==> src/hdl/mabs_pkg.sv <==
// shared types and constants for the four-axis bresenham step generator
// no dependencies
package mabs_pkg;

	localparam int STEP_BITS = 24;
	localparam int POS_BITS  = 32;
	localparam int ERR_BITS  = STEP_BITS + 1;
	localparam int DIFF_BITS = STEP_BITS + 2;
	localparam int CFG_BITS  = 24;
	localparam int IDX_BITS  = 3;
	localparam int NUM_AXES  = 4;

	localparam int AXIS_X = 0;
	localparam int AXIS_Y = 1;
	localparam int AXIS_Z = 2;
	localparam int AXIS_E = 3;

	typedef enum logic [IDX_BITS-1:0] {
		REG_DELTA_X     = 3'd0,
		REG_DELTA_Y     = 3'd1,
		REG_DELTA_Z     = 3'd2,
		REG_DELTA_E     = 3'd3,
		REG_DIRECTION   = 3'd4,
		REG_HOMING      = 3'd5,
		REG_HOME_Y_POS  = 3'd6
	} reg_idx_t;

	localparam logic MODE_START = 1'b0;
	localparam logic MODE_TICK  = 1'b1;

	typedef struct packed {
		logic mode;
		logic x_stop;
		logic y_stop;
		logic z_stop;
	} in_item_t;

	typedef struct packed {
		logic [3:0]         step_mask;
		logic               active;
		logic               move_done;
		logic signed [31:0] position_x;
		logic signed [31:0] position_y;
		logic signed [31:0] position_z;
		logic signed [31:0] position_e;
	} out_item_t;

	typedef struct packed {
		logic [NUM_AXES-1:0][STEP_BITS-1:0] delta;
		logic [NUM_AXES-1:0]                dir;
		logic                               homing;
		logic                               home_y_pos;
	} cfg_t;

	typedef struct packed {
		logic                 load;
		logic                 tick;
		logic                 blocked;
		logic                 dir;
		logic [STEP_BITS-1:0] load_delta;
		logic [STEP_BITS-1:0] len;
	} axis_ctrl_t;

endpackage

==> src/hdl/mabs_cfg_regs.sv <==
// configuration register file: step counts, directions, homing options
// depends on mabs_pkg
module mabs_cfg_regs (
	input  logic                            clk,
	input  logic                            arst_n,
	input  logic                            wr_en,
	input  logic [mabs_pkg::IDX_BITS-1:0]   wr_index,
	input  logic [mabs_pkg::CFG_BITS-1:0]   wr_data,
	output mabs_pkg::cfg_t                  cfg
);

	mabs_pkg::cfg_t cfg_q;

	always_ff @(posedge clk or negedge arst_n) begin
		if (!arst_n) begin
			cfg_q <= '0;
		end else if (wr_en) begin
			unique case (wr_index)
				mabs_pkg::REG_DELTA_X:
					cfg_q.delta[mabs_pkg::AXIS_X] <= mabs_pkg::STEP_BITS'(wr_data);
				mabs_pkg::REG_DELTA_Y:
					cfg_q.delta[mabs_pkg::AXIS_Y] <= mabs_pkg::STEP_BITS'(wr_data);
				mabs_pkg::REG_DELTA_Z:
					cfg_q.delta[mabs_pkg::AXIS_Z] <= mabs_pkg::STEP_BITS'(wr_data);
				mabs_pkg::REG_DELTA_E:
					cfg_q.delta[mabs_pkg::AXIS_E] <= mabs_pkg::STEP_BITS'(wr_data);
				mabs_pkg::REG_DIRECTION:  cfg_q.dir        <= wr_data[3:0];
				mabs_pkg::REG_HOMING:     cfg_q.homing     <= wr_data[0];
				mabs_pkg::REG_HOME_Y_POS: cfg_q.home_y_pos <= wr_data[0];
				default: ; // unused index, ignored
			endcase
		end
	end

	assign cfg = cfg_q;

endmodule

==> src/hdl/mabs_axis.sv <==
// one axis of the dda: error counter, steps left and position
// depends on mabs_pkg
module mabs_axis (
	input  logic                          clk,
	input  logic                          arst_n,
	input  mabs_pkg::axis_ctrl_t          ctrl,
	output logic                          step,
	output logic [mabs_pkg::POS_BITS-1:0] pos_next
);

	logic signed [mabs_pkg::ERR_BITS-1:0]  err_q, err_d;
	logic        [mabs_pkg::STEP_BITS-1:0] left_q, left_d;
	logic        [mabs_pkg::STEP_BITS-1:0] delta_q, delta_d;
	logic        [mabs_pkg::POS_BITS-1:0]  pos_q;
	logic signed [mabs_pkg::DIFF_BITS-1:0] diff;
	logic signed [mabs_pkg::DIFF_BITS-1:0] back;
	logic                                  can_move;

	always_comb begin
		diff     = mabs_pkg::DIFF_BITS'(err_q) - $signed({2'b00, delta_q});
		back     = diff + $signed({2'b00, ctrl.len});
		can_move = ctrl.tick && (left_q != '0) && !ctrl.blocked;
		step     = can_move && diff[mabs_pkg::DIFF_BITS-1];
		err_d    = err_q;
		left_d   = left_q;
		delta_d  = delta_q;
		pos_next = pos_q;
		if (ctrl.load) begin
			// preload to minus half the move length
			err_d   = -$signed({1'b0, ctrl.len >> 1});
			left_d  = ctrl.load_delta;
			delta_d = ctrl.load_delta;
		end else if (can_move) begin
			if (step) begin
				err_d    = mabs_pkg::ERR_BITS'(back);
				left_d   = left_q - 1'b1;
				pos_next = ctrl.dir ? pos_q + 1'b1 : pos_q - 1'b1;
			end else begin
				err_d = mabs_pkg::ERR_BITS'(diff);
			end
		end
	end

	always_ff @(posedge clk or negedge arst_n) begin
		if (!arst_n) begin
			err_q   <= '0;
			left_q  <= '0;
			delta_q <= '0;
			pos_q   <= '0;
		end else begin
			err_q   <= err_d;
			left_q  <= left_d;
			delta_q <= delta_d;
			pos_q   <= pos_next;
		end
	end

endmodule

==> src/hdl/mabs_out_buf.sv <==
// result register with a skid stage behind it
// depends on mabs_pkg
module mabs_out_buf (
	input  logic                clk,
	input  logic                arst_n,
	input  logic                push,
	input  mabs_pkg::out_item_t push_item,
	output logic                full,
	output logic                out_valid,
	input  logic                out_stall,
	output mabs_pkg::out_item_t out_item
);

	logic                main_valid_q, skid_valid_q;
	mabs_pkg::out_item_t main_q, skid_q;
	logic                drain;

	assign drain     = main_valid_q && !out_stall;
	assign full      = skid_valid_q;
	assign out_valid = main_valid_q;
	assign out_item  = main_q;

	always_ff @(posedge clk or negedge arst_n) begin
		if (!arst_n) begin
			main_valid_q <= 1'b0;
			skid_valid_q <= 1'b0;
		end else if (skid_valid_q) begin
			if (drain) begin
				skid_valid_q <= 1'b0;
			end
		end else if (push) begin
			if (!main_valid_q || drain) begin
				main_valid_q <= 1'b1;
			end else begin
				skid_valid_q <= 1'b1;
			end
		end else if (drain) begin
			main_valid_q <= 1'b0;
		end
	end

	always_ff @(posedge clk) begin
		if (skid_valid_q) begin
			if (drain) begin
				main_q <= skid_q;
			end
		end else if (push) begin
			if (!main_valid_q || drain) begin
				main_q <= push_item;
			end else begin
				skid_q <= push_item;
			end
		end
	end

endmodule

==> src/hdl/multi_axis_bresenham_stepper.sv <==
// top level of the four-axis bresenham step generator
// depends on mabs_pkg, mabs_cfg_regs, mabs_axis, mabs_out_buf
//
// channel   | signals                     | direction | carries
// ----------+-----------------------------+-----------+-------------------------------
// input     | in_valid, in_stall, in_item | in        | start or step tick, endstops
// result    | out_valid, out_stall, out_item | out    | step mask, state, positions
// config    | wr_en, wr_index, wr_data    | in        | counts, directions, homing
//
// one item per clock while in_stall is low: each item is handled in the cycle it
// is accepted, the four axis add-compare updates in parallel set the cycle time
// each result is registered in the output register; a skid stage keeps
// input open while a result is stalled, in_stall rises only when both are full
// reset clears the config, counters, positions and valid flags to zero with no move running
module multi_axis_bresenham_stepper (
	input  logic                          clk,
	input  logic                          arst_n,
	input  logic                          in_valid,
	output logic                          in_stall,
	input  mabs_pkg::in_item_t            in_item,
	output logic                          out_valid,
	input  logic                          out_stall,
	output mabs_pkg::out_item_t           out_item,
	input  logic                          wr_en,
	input  logic [mabs_pkg::IDX_BITS-1:0] wr_index,
	input  logic [mabs_pkg::CFG_BITS-1:0] wr_data
);

	mabs_pkg::cfg_t       cfg;
	mabs_pkg::axis_ctrl_t ctrl [mabs_pkg::NUM_AXES];
	mabs_pkg::out_item_t  result;

	logic                                                buf_full;
	logic                                                accept;
	logic                                                start;
	logic                                                tick;
	logic                                                start_ok;
	logic [mabs_pkg::STEP_BITS-1:0]                      max_xy, max_ze, new_len;
	logic [mabs_pkg::NUM_AXES-1:0]                       step;
	logic [mabs_pkg::NUM_AXES-1:0][mabs_pkg::POS_BITS-1:0] pos_next;
	logic [mabs_pkg::NUM_AXES-1:0]                       stop_hit;
	logic [mabs_pkg::NUM_AXES-1:0]                       blocked;
	logic                                                running_d;
	logic                                                done;

	// move parameters latched at start
	logic                           running_q;
	logic [mabs_pkg::STEP_BITS-1:0] len_q;
	logic [mabs_pkg::NUM_AXES-1:0]  dir_q;
	logic                           homing_q;
	logic                           home_y_q;

	mabs_cfg_regs u_cfg (
		.clk      (clk),
		.arst_n   (arst_n),
		.wr_en    (wr_en),
		.wr_index (wr_index),
		.wr_data  (wr_data),
		.cfg      (cfg)
	);

	assign in_stall = buf_full;
	assign accept   = in_valid && !buf_full;
	assign start    = accept && (in_item.mode == mabs_pkg::MODE_START);
	assign tick     = accept && (in_item.mode == mabs_pkg::MODE_TICK) && running_q;

	// move length is the largest of the four counts
	always_comb begin
		max_xy   = (cfg.delta[mabs_pkg::AXIS_X] > cfg.delta[mabs_pkg::AXIS_Y]) ?
			cfg.delta[mabs_pkg::AXIS_X] : cfg.delta[mabs_pkg::AXIS_Y];
		max_ze   = (cfg.delta[mabs_pkg::AXIS_Z] > cfg.delta[mabs_pkg::AXIS_E]) ?
			cfg.delta[mabs_pkg::AXIS_Z] : cfg.delta[mabs_pkg::AXIS_E];
		new_len  = (max_xy > max_ze) ? max_xy : max_ze;
		// a zero length start never runs and leaves the axes alone
		start_ok = start && (new_len != '0);
	end

	// endstop gating in homing moves: x and z block toward minus,
	// y blocks toward its home side, e is never blocked
	always_comb begin
		stop_hit = {1'b0, in_item.z_stop, in_item.y_stop, in_item.x_stop};
		blocked[mabs_pkg::AXIS_X] = homing_q && stop_hit[mabs_pkg::AXIS_X] &&
			!dir_q[mabs_pkg::AXIS_X];
		blocked[mabs_pkg::AXIS_Y] = homing_q && stop_hit[mabs_pkg::AXIS_Y] &&
			(dir_q[mabs_pkg::AXIS_Y] == home_y_q);
		blocked[mabs_pkg::AXIS_Z] = homing_q && stop_hit[mabs_pkg::AXIS_Z] &&
			!dir_q[mabs_pkg::AXIS_Z];
		blocked[mabs_pkg::AXIS_E] = 1'b0;
	end

	for (genvar a = 0; a < mabs_pkg::NUM_AXES; a++) begin : g_axis
		always_comb begin
			ctrl[a].load       = start_ok;
			ctrl[a].tick       = tick;
			ctrl[a].blocked    = blocked[a];
			ctrl[a].dir        = dir_q[a];
			ctrl[a].load_delta = cfg.delta[a];
			ctrl[a].len        = start_ok ? new_len : len_q;
		end

		mabs_axis u_axis (
			.clk      (clk),
			.arst_n   (arst_n),
			.ctrl     (ctrl[a]),
			.step     (step[a]),
			.pos_next (pos_next[a])
		);
	end

	// a running tick with no step at all ends the move
	always_comb begin
		done      = tick && (step == '0);
		running_d = running_q;
		if (start) begin
			running_d = start_ok;
		end else if (done) begin
			running_d = 1'b0;
		end
	end

	always_ff @(posedge clk or negedge arst_n) begin
		if (!arst_n) begin
			running_q <= 1'b0;
			len_q     <= '0;
			dir_q     <= '0;
			homing_q  <= 1'b0;
			home_y_q  <= 1'b0;
		end else begin
			running_q <= running_d;
			if (start_ok) begin
				len_q    <= new_len;
				dir_q    <= cfg.dir;
				homing_q <= cfg.homing;
				home_y_q <= cfg.home_y_pos;
			end
		end
	end

	// result item: positions after this item, low 32 bits
	always_comb begin
		result.step_mask  = step;
		result.active     = running_d;
		result.move_done  = done;
		result.position_x = 32'(pos_next[mabs_pkg::AXIS_X]);
		result.position_y = 32'(pos_next[mabs_pkg::AXIS_Y]);
		result.position_z = 32'(pos_next[mabs_pkg::AXIS_Z]);
		result.position_e = 32'(pos_next[mabs_pkg::AXIS_E]);
	end

	mabs_out_buf u_out (
		.clk       (clk),
		.arst_n    (arst_n),
		.push      (accept),
		.push_item (result),
		.full      (buf_full),
		.out_valid (out_valid),
		.out_stall (out_stall),
		.out_item  (out_item)
	);

endmodule
==> config.mk <==
export PLATFORM = sky130hd
export DESIGN_NAME = multi_axis_bresenham_stepper
export DESIGN_NICKNAME = d
export VERILOG_FILES = /design/src/hdl/mabs_pkg.sv /design/src/hdl/mabs_cfg_regs.sv /design/src/hdl/mabs_axis.sv /design/src/hdl/mabs_out_buf.sv /design/src/hdl/multi_axis_bresenham_stepper.sv
export SDC_FILE = /design/constraint.sdc
export NUM_CORES = 2
export LEC_CHECK = 0
export ABC_AREA = 1
export BUFFER_PORTS_ARGS = -buffer_cell sky130_fd_sc_hd__buf_2
export CAP_MARGIN = 10
export CORE_UTILIZATION = 50
export DETAILED_ROUTE_END_ITERATION = 8
export PLACE_DENSITY = 0.66
export SKIP_CTS_REPAIR_TIMING = 1
export SYNTH_ARGS = -nofsm -noshare
export SYNTH_HDL_FRONTEND = slang
export SYNTH_HIERARCHICAL = 1
export SYNTH_SLANG_ARGS = --single-unit
==> constraint.sdc <==
create_clock -name clk -period 8.8 [get_ports clk]
set_clock_uncertainty 0.1 [all_clocks]
set_input_delay 0.44 -clock clk [delete_from_list [all_inputs] [get_ports clk]]
set_output_delay 0.44 -clock clk [all_outputs]
set_load 0.05 [all_outputs]
==> results.toml <==
[routing]
ant_nets = 0
drtIter0Drc = 4934
route.vias.total = 56610
drc = 0
drt_wl_total_um = 200400
wire_per_inst_um = 19.42
viasPerCell = 5.488
first_pass_iters = 8

[min_path]
hold_depth = 3
hp-class = "in -> reg"

[yosys]
synth_nets = 8878
synth-edff-count = 268
synth-seq-cells = 823
syn_area_per_cell_um2 = 7.208
yosysMostFrequentCell = "nand2_1"
synthArstFlopShare_pct = 67.44
yosys.area.top_type = "dfrtp_1"
ys_top_cells_by_count = "nand2_1 (2,703), inv_1 (979), nor2_1 (755), nand3_1 (580), dfrtp_1 (555)"
synthCells = 8434
synth_warnings = 6
synthFlopType = "dfrtp_1"
synth_area_leaders = "dfrtp_1 (23%), nand2_1 (17%), edfxtp_1 (13%), ha_1 (8.1%), inv_1 (6.0%)"
syn_area_um2 = 60790
ys_seq_area_share_pct = 36.08
synth_cell_types = 64
yosys.area.top_type_share_pct = 22.84

[worst_setup_path]
max_stage_delay_ns = 0.49
startpoint_type = "flop"
rrSetupSlack_ns = 0.69
critPathCapture = "g_axis[2].u_axis/err_q[10]"
path_class = "reg -> reg"
cp-startpoint = "u_cfg/cfg[53]"
reg2reg_to = "g_axis[2].u_axis/err_q[10]"
reg2reg_from = "u_cfg/cfg[53]"
cp_slowest_cell = "ha_1"
cp-end-kind = "flop"
path_common_cell = "nand2_1"
arrival_ns = 8.59
critPathMaxFanout = 32
reg2reg_depth = 39
worstPathRequired_ns = 9.28

[placement]
port_buffers = 171
place_inst = 10110
dp_hpwl_um = 154500
place_congestion = 0.9825
postPlaceCellArea_um2 = 63280

[cts]
clk_latency_ns = 0.70
cts.clk_slew.worst_paths_ns = 0.06
cts_buffers = 94
clockRootBuffer = "clkbuf_16"
tritoncts = "done"
htree_levels = 3
clockBufferDepth = 3
cts.sinks = 823

[job]
drv_cap = 0

[cells_and_area]
drive_above_1_share_pct = 7.207
fin_cells = 10320
fin_area_um2 = 66750
nNetsFinal = 9065
areaGrowthSynthToFinish_pct = 9.797

[sta]
slew_viol_final = 0
fin_setup_tns_ns = 0
fin_crit_sh_pct = 92.19
timing.hold.ws_ns = 0.008238
hold_viol = 0
rsz0062_at_grt = "false"
relSlewSlack_pct = 27.80
fmax_mhz = 123.3
setup_viol = 0
worst_slew_pin_slew_ns = 1.083
finalCriticalPeriod_ns = 8.113

[floorplanning]
core_area_um2 = 120300
die_area_um2 = 123000
io_pins = 172
rows = 127
start_util_pct = 50.54
die_w_um = 350.7
die_h_um = 350.7

[global_routing]
grt_util_all_layers_pct = 32.38
grt_overflow = 0
grt_max_degree = 170
first_global_vias = 54180
antenna_found_initial = 6
grt_pass1_wl_um = 309200

[outcome]
status = "finished clean"
## metrics by stage
stage	utilization (%)	worst slack, ns
floorplan	-	0.5155
global placement	52.61	0.7664
detailed placement	52.61	0.6836
CTS	55.26	0.6723
global route	55.49	0.1400
finish	55.49	0.6871
## placed cells by master, fill, tap and decap left out, types with 212 or more instances in the layout
| cell type | instances |
|---|---|
| dfrtp_1 | 554 |
| a21oi_1 | 460 |
| nand2_1 | 2702 |
| o21ai_0 | 342 |
| nor2_1 | 754 |
| edfxtp_1 | 268 |
| xor2_1 | 212 |
| inv_1 | 977 |
| ha_1 | 396 |
| nand3_1 | 580 |
## cells by family after synthesis
logic type | after synthesis | share of synthesized area [%]
xor gates and xnor gates | 331 | 4.769
buffers and inverters | 1205 | 8.150
adders and majority gates | 408 | 8.545
AOI/OAI and AO/OA | 1135 | 10.89
muxes | 2 | 0.03293
DFF | 823 | 36.08
and+or+nand+nor | 4529 | 31.52
other | 1 | 0.006168
## routing by layer
metal	GRT usage (%)	up-vias	wire length (um)
met2	52.32	1777	90620
met1	44.34	26640	89960
li1	-	27850	-
met3	4.495	352	12340
met5	0	-	0
met4	11.27	0	7449
## how the worst min path moves through the flow
| stage | from | to | slack, ns |
|---|---|---|---|
| after detailed placement | arst_n | g_axis[3].u_axis/pos_q[20] | 0.34 |
| after floorplan | arst_n | dir_q[0] | 0.04 |
| final | wr_data[16] | u_cfg/cfg[94] | 0.008 |
| after global placement | arst_n | g_axis[3].u_axis/pos_q[20] | 0.34 |
| after global routing | wr_data[1] | u_cfg/cfg[79] | -0.005 |
| after CTS | arst_n | g_axis[3].u_axis/pos_q[24] | -0.42 |
## worst max-delay path: cells and delay by family (launching register included)
| family | cells | cell delay, ns |
|---|---|---|
| adder cells (fa/ha/maj) | 4 | 1.58 |
| XOR/XNOR | 1 | 0.15 |
| buffers and inverters | 2 | 0.37 |
| AO/OA/AOI/OAI | 2 | 0.31 |
| AND/OR/NAND/NOR | 30 | 5.09 |
| flip-flops | 1 | 0.37 |
## state kept, by name (all words and copies together), names as in the netlist, 4 cells and up
signal                 flops
dir_q                      4
g_axis.u_axis/pos_q      128
u_out/out_item           134
g_axis.u_axis/delta_q     96
u_out/skid_q             134
g_axis.u_axis/err_q      100
len_q                     24
u_cfg/cfg                102
g_axis.u_axis/left_q      96
## layout make-up
cell class	count	area [um2]
well taps	1612	2017
diodes	4	10.01
repair buffers	280	1824
clock buffers	123	2575
fillers	11800	53540
flip-flops and latches	823	21940
inverters	1016	3836
multi-input cells	6406	33930
clock inverters	52	620.6
Power is left out: the tool's default activity adds up to more than one toggle a clock period on the data nets, which glitch-free logic cannot reach.
